===== src/scfla_pkg.sv =====
// Shared types and constants for the size-class free-list allocator.
// Field widths, status and register codes, controller/datapath structs.
// No dependencies.
package scfla_pkg;

   localparam int REQ_SIZE_W  = 24;
   localparam int ADDR_W      = 21;
   localparam int SIZE_W      = 25;
   localparam int HEAD_W      = 20;
   localparam int PAGE_W      = 17;
   localparam int LIMIT_W     = 15;
   localparam int CSR_IDX_W   = 2;
   localparam int CSR_DATA_W  = 21;
   localparam int REQ_TDATA_W = 72;
   localparam int RSP_TDATA_W = 48;

   // pooled sizes never reach this, whatever small_limit says
   localparam int SMALL_CAP   = 16 * 1024;
   // candidate classes examined by the size encoder
   localparam int CAND_N      = 16;
   localparam int CAND_W      = 4;
   localparam int CSIZE_W     = 16;
   // remainder unit
   localparam int DIV_W       = SIZE_W;
   localparam int DIV_CNT_W   = 5;

   localparam logic [PAGE_W-1:0]  PAGE_RESET  = PAGE_W'(4096);
   localparam logic [LIMIT_W-1:0] LIMIT_RESET = LIMIT_W'(4096);
   localparam logic [ADDR_W-1:0]  START_RESET = ADDR_W'(4096);
   localparam logic [ADDR_W-1:0]  END_RESET   = ADDR_W'(1048576);

   localparam logic ACT_ALLOC = 1'b0;
   localparam logic ACT_FREE  = 1'b1;

   typedef enum logic [2:0] {
      ST_ALLOC      = 3'd0,
      ST_ZERO       = 3'd1,
      ST_LARGE      = 3'd2,
      ST_NOSPACE    = 3'd3,
      ST_FREED      = 3'd4,
      ST_LARGE_FREE = 3'd5,
      ST_NULL_FREE  = 3'd6
   } status_type;

   typedef enum logic [CSR_IDX_W-1:0] {
      REG_PAGE_BYTES  = 2'd0,
      REG_SMALL_LIMIT = 2'd1,
      REG_ARENA_START = 2'd2,
      REG_ARENA_END   = 2'd3
   } csr_index_type;

   typedef struct packed {
      logic load;
      logic commit_exec;
      logic link_rd;
      logic commit_pop;
      logic div_start;
      logic commit_large;
   } dp_cmd_type;

   typedef struct packed {
      logic needs_div;
      logic pop;
      logic div_busy;
   } dp_status_type;

endpackage


===== src/scfla_ctrl.sv =====
// Allocator sequencer: request acceptance, operation steps, result valid.
// Drives the datapath by command struct. Depends on scfla_pkg.
module scfla_ctrl
   import scfla_pkg::*;
(
   input  logic          clock,
   input  logic          reset,
   input  logic          req_tvalid,
   output logic          req_tready,
   output logic          rsp_tvalid,
   input  logic          rsp_tready,
   input  dp_status_type status,
   output dp_cmd_type    cmd
);

   typedef enum logic [2:0] {
      S_IDLE,
      S_EXEC,
      S_POP,
      S_DIV,
      S_LDONE
   } state_type;

   state_type state_ff, state_in;
   logic      rsp_valid_ff, rsp_valid_in;
   logic      out_free;

   always_comb begin
      out_free = !rsp_valid_ff || rsp_tready;
      cmd      = '0;
      state_in = state_ff;
      case (state_ff)
         S_IDLE: begin
            if (req_tvalid) begin
               cmd.load = 1'b1;
               state_in = S_EXEC;
            end
         end
         S_EXEC: begin
            if (status.needs_div) begin
               cmd.div_start = 1'b1;
               state_in      = S_DIV;
            end else if (status.pop) begin
               cmd.link_rd = 1'b1;
               state_in    = S_POP;
            end else if (out_free) begin
               cmd.commit_exec = 1'b1;
               state_in        = S_IDLE;
            end
         end
         S_POP: begin
            if (out_free) begin
               cmd.commit_pop = 1'b1;
               state_in       = S_IDLE;
            end
         end
         S_DIV: begin
            if (!status.div_busy) begin
               state_in = S_LDONE;
            end
         end
         S_LDONE: begin
            if (out_free) begin
               cmd.commit_large = 1'b1;
               state_in         = S_IDLE;
            end
         end
         default: state_in = S_IDLE;
      endcase
      if (cmd.commit_exec || cmd.commit_pop || cmd.commit_large) begin
         rsp_valid_in = 1'b1;
      end else if (rsp_tready) begin
         rsp_valid_in = 1'b0;
      end else begin
         rsp_valid_in = rsp_valid_ff;
      end
   end

   always_ff @(posedge clock) begin
      if (reset) begin
         state_ff     <= S_IDLE;
         rsp_valid_ff <= 1'b0;
      end else begin
         state_ff     <= state_in;
         rsp_valid_ff <= rsp_valid_in;
      end
   end

   assign req_tready = (state_ff == S_IDLE);
   assign rsp_tvalid = rsp_valid_ff;

endmodule


===== config.mk =====
export PLATFORM = sky130hd
export DESIGN_NAME = scfla_ctrl
export DESIGN_NICKNAME = d
export VERILOG_FILES = /design/src/scfla_pkg.sv /design/src/scfla_ctrl.sv
export SDC_FILE = /design/constraint.sdc
export NUM_CORES = 1
export LEC_CHECK = 0
export BUFFER_PORTS_ARGS = -buffer_cell sky130_fd_sc_hd__buf_2
export CORE_AREA = 2 2 39 41
export CTS_BUF_LIST = sky130_fd_sc_hd__clkbuf_4
export CTS_CLUSTER_DIAMETER = 50
export CTS_CLUSTER_SIZE = 8
export DETAILED_ROUTE_END_ITERATION = 16
export DIE_AREA = 0 0 41 43
export PLACE_DENSITY = 0.54
export SLEW_MARGIN = 15
export SYNTH_ARGS = -nofsm -noshare
export SYNTH_HDL_FRONTEND = slang
export SYNTH_SLANG_ARGS = --single-unit
export TNS_END_PERCENT = 20

===== constraint.sdc =====
create_clock -name clock -period 1.5 [get_ports clock]
set_input_delay 0.225 -clock clock [delete_from_list [all_inputs] [get_ports clock]]
set_output_delay 0.225 -clock clock [all_outputs]
set_load 0.03 [all_outputs]

Word level (Yosys, flattened, before mapping) --
Index checks and enable logic that the tools add are counted.
Word-level totals: flip-flop bits (word level) 4, bits in latches 0, memory bits (writable) 0, bits in read-only memories 0, logic and storage cells 35, memories kept 0
Cells by class: add/sub/neg operators 0, $mul 0, div/mod/pow operators 0, order comparisons 0, equality and inequality tests 6, shift-type cells 0, mux-type cells 19, bitwise operators 0, reduce and logical (&&, ||, !) cells 8
Operators with widths (number):
- 3-bit two-way mux | 5
- 3-bit case mux with 4 select lines | 1
- 1-bit two-way mux | 11
- 3-bit by 2-bit equality test with 1-bit output, second input constant | 2
- 2-bit two-way mux | 2
- 2-bit != test, second input constant | 2
- 3-bit by 1-bit equality test with 1-bit output, second input constant | 1
- 3-bit equality test, second input constant | 1
- 3-bit logical NOT | 1
- 1-bit logical OR | 3
- 2-bit AND reduction | 1
- 2-bit nonzero test | 1
- 2-bit OR reduction | 1
- 1-bit logical NOT | 1

Depth between registers and ports, before layout --
depth after elaboration 9, mapped depth 4, mapped depth without buffers 3

Least setup slack after synthesis --
Ideal clock, no wire load.
path type register to output, start register state_ff[2], end output cmd[5] (netlist bit), arrival 1.573 ns, setup slack -0.298 ns, stages on the path, launching flop included 4, path through dfxtp_1 buf_2 nor3_1 and2_1
RTL lines:
- start: declaration | RTL line scfla_ctrl.sv:24 | state_type state_ff, state_in;
- start signal: assignment | RTL line scfla_ctrl.sv:84 | state_ff <= state_in;
- end: declaration | RTL line scfla_ctrl.sv:13 | output dp_cmd_type cmd

==> impl_metrics.yaml <==
status:
  status: "complete, no violations"
pwr:
  power_frac_clock_pct: 35.9
  seqPwrFrac_pct: 33.3
  swShare_pct: 31.8
  pwr_density_cell_nw_per_um2: 837
  p_int_uw: 253
  comb_power_share_pct: 30.7
  peakVddDrop_v: 0.000295
  p_sw_uw: 118
  power_leakage_nw: 0.202
sta:
  fin_crit_sh_pct: 95.8
  slew_violations: 0
  worst_pin_slew_ps: 365
  rsz0062_at_grt: "no"
  slew_headroom_pct: 75.6
  fin_skew_ps: 1.81
  setup_tns_ps: 0
  setup_viol: 0
  hold_viol_final: 0
  fin_crit_ps: 1440
  max_freq_mhz: 696
place:
  dp.cells: 67
  place_hpwl_um: 579
  routabilityCongestion: 0.711
  io_buffers: 14
floorplanning:
  core.rowCount: 14
  core_area_um2: 1380
  start_util_pct: 22.9
  ios: 15
  die_y_um: 43
  die_x_um: 41
  die_area_um2: 1760
grt:
  grt_use_total_pct: 10.8
  use_met2_pct: 15.3
  grt_max_degree: 9
  antenna_found_initial: 0
  gr-total-overflow: 0
  top_usage_layer: "met2"
  grtUsageMet1_pct: 11.2
  grt_first_pass_wirelength_um: 1190
  first_global_vias: 311
  grt_use_met3_pct: 3.14
final_layout:
  final_cell_mix: "buf_2 (13), nor2_1 (5), buf_4 (4)"
  final_common_cell: "buf_2"
  fin_nets: 63
  diodes: 0
  fin_cells: 70
  area_growth_pct: 39.9
  drive_above_1_share_pct: 55.6
yosys:
  synth_area_per_cell_um2: 8.56
  synth-seq-cells: 4
  yosysUniqueCellTypes: 25
  syn-num-nets: 44
  syn_inst: 37
  yosysWarningCount: 0
  syn_area_um2: 317
  ys_seq_area_share_pct: 25.3
route:
  ant_nets: 0
  wirelength_um: 710
  avgRoutedWirePerCell_um: 10.1
  drtPass1Iterations: 2
  drc: 0
  via_count: 321
  viasPerCell: 4.59
  drt-initial-drc-count: 2
critical_path:
  reg2reg_from: "state_ff[1]"
  required_ps: 1270
  worstPathArrival_ps: 1210
  cpPeakStageDelay_ps: 330
  crit_type: "register to output pin"
  cp_slowest_cell: "or3_4"
  cp-startpoint: "state_ff[1]"
  path_max_fanout: 3
  critPathLaunchType: "register"
  end_kind: "output pin"
  crit_family: "simple AND/OR/NAND/NOR gates"
  worst-path-buf-inv: 1
  worstPathCellList: "or3_4 > nor3b_2 > buf_4"
clock_network:
  clockRootBuffer: "clkbuf_4"
  hold_buffers: 0
  clockBufferDepth: 2
  cts_setup_buffers: 0
  htreeDepth: 1
  clock_sinks: 4
  cts_buffers: 3
  clk_pin_slew_ps: 40
  clock_latency_ps: 230
  tritoncts: "built"
job:
  cap_viol_max_count: 0
hold_path:
  hold_path_startpoint: "reset"
  hold_path_class: "primary input to register"
==> worst paths after layout <==
path	end	slack, ps	cells past startpoint
max reg2reg	rsp_tvalid	340	4
min	state_ff[1]	200	2
max	cmd[4]	60	3
min reg2reg	state_ff[0]	560	1
==> area by class of cell <==
type	instances	area (um^2)
Fill cell	163	941
Clock buffer	3	22.5
Multi-Input combinational cell	30	223
Sequential cell	4	82.6
Tap cell	16	20.0
Timing Repair Buffer	17	95.1
==> state kept, by name, indices dropped and copies added (netlist names) <==
register,cells
state_ff,3
rsp_tvalid,1
==> layer usage <==
metal,part of all wire [%],wire length [um],vias up
li1,-,-,165
met1,45,322,141
met2,45,319,11
met3,4.8,34,4
met4,4.6,33,0
met5,0,0,-
==> worst reg2reg max path: stages (launching register included) <==
cell and delay, ps:
dfxtp_2 320, buf_4 140, nor2b_4 120, a2111oi_1 360
a211oi_1 90
==> what timing repair did <==
action,4_1_cts,5_1_grt
pin swaps,2,1
setup endpoints to repair,3,3
gates cloned,0,0
gates resized for setup,3,2
==> cell families (layout without fill, tap and decap cells) <==
| family | count (synthesis) | in the layout | share of synthesized area (%) |
|---|---|---|---|
| buffers and inverters | 3 | 20 | 8.69 |
| DFF | 4 | 4 | 25.3 |
| AOI/OAI and AO/OA | 6 | 6 | 14.2 |
| and+or+nand+nor | 24 | 24 | 51.8 |
==> metrics by stage <==
stage          hold slack (ps)  total power [mW]  worst slack (ps)  cell area, um^2  util [%]
2_1_floorplan              294             0.204             -14.9              327         -
3_3_place_gp               445             0.236               213              412      29.7
3_5_place_dp               452             0.236               201              412      29.7
4_1_cts                    197             0.378              24.3              439      31.7
5_1_grt                    210             0.397              4.75              443      32.0
6_report                   202             0.371              62.9              443      32.0
==> synth_stat cells <==
library cell  instances  area share, %
a31oi_1               1            2.0
a211oi_1              1            2.4
dfxtp_1               4             25
nand2_1               1            1.2
and2b_1               2            4.7
a21oi_1               1            1.6
nor2_1                6            7.1
a32oi_1               1            2.8
o211ai_1              1            2.4
nand3_1               1            1.6
and2_1                1            2.0
a2111oi_1             1            3.2
nor3b_1               1            2.4
and3_1                1            2.0
nand3b_1              1            2.4
nor2b_1               1            2.0
buf_6                 2            7.1
nor2b_4               2            8.7
buf_2                 1            1.6
or2b_1                1            2.4
nor3_1                2            3.2
nand2b_1              1            2.0
or3_4                 1            3.6
and3b_1               1            2.8
nor3b_2               1            4.0
==> power by group through the flow <==
| stage | logic [mW] | clock network, mW | registers [mW] |
|---|---|---|---|
| after floorplan | 0.0781 | 0 | 0.126 |
| after global placement | 0.113 | 0 | 0.123 |
| after detailed placement | 0.112 | 0 | 0.124 |
| after CTS | 0.114 | 0.142 | 0.123 |
| after global routing | 0.123 | 0.148 | 0.125 |
| final | 0.114 | 0.133 | 0.123 |
Power figures use the tool's default switching activity.
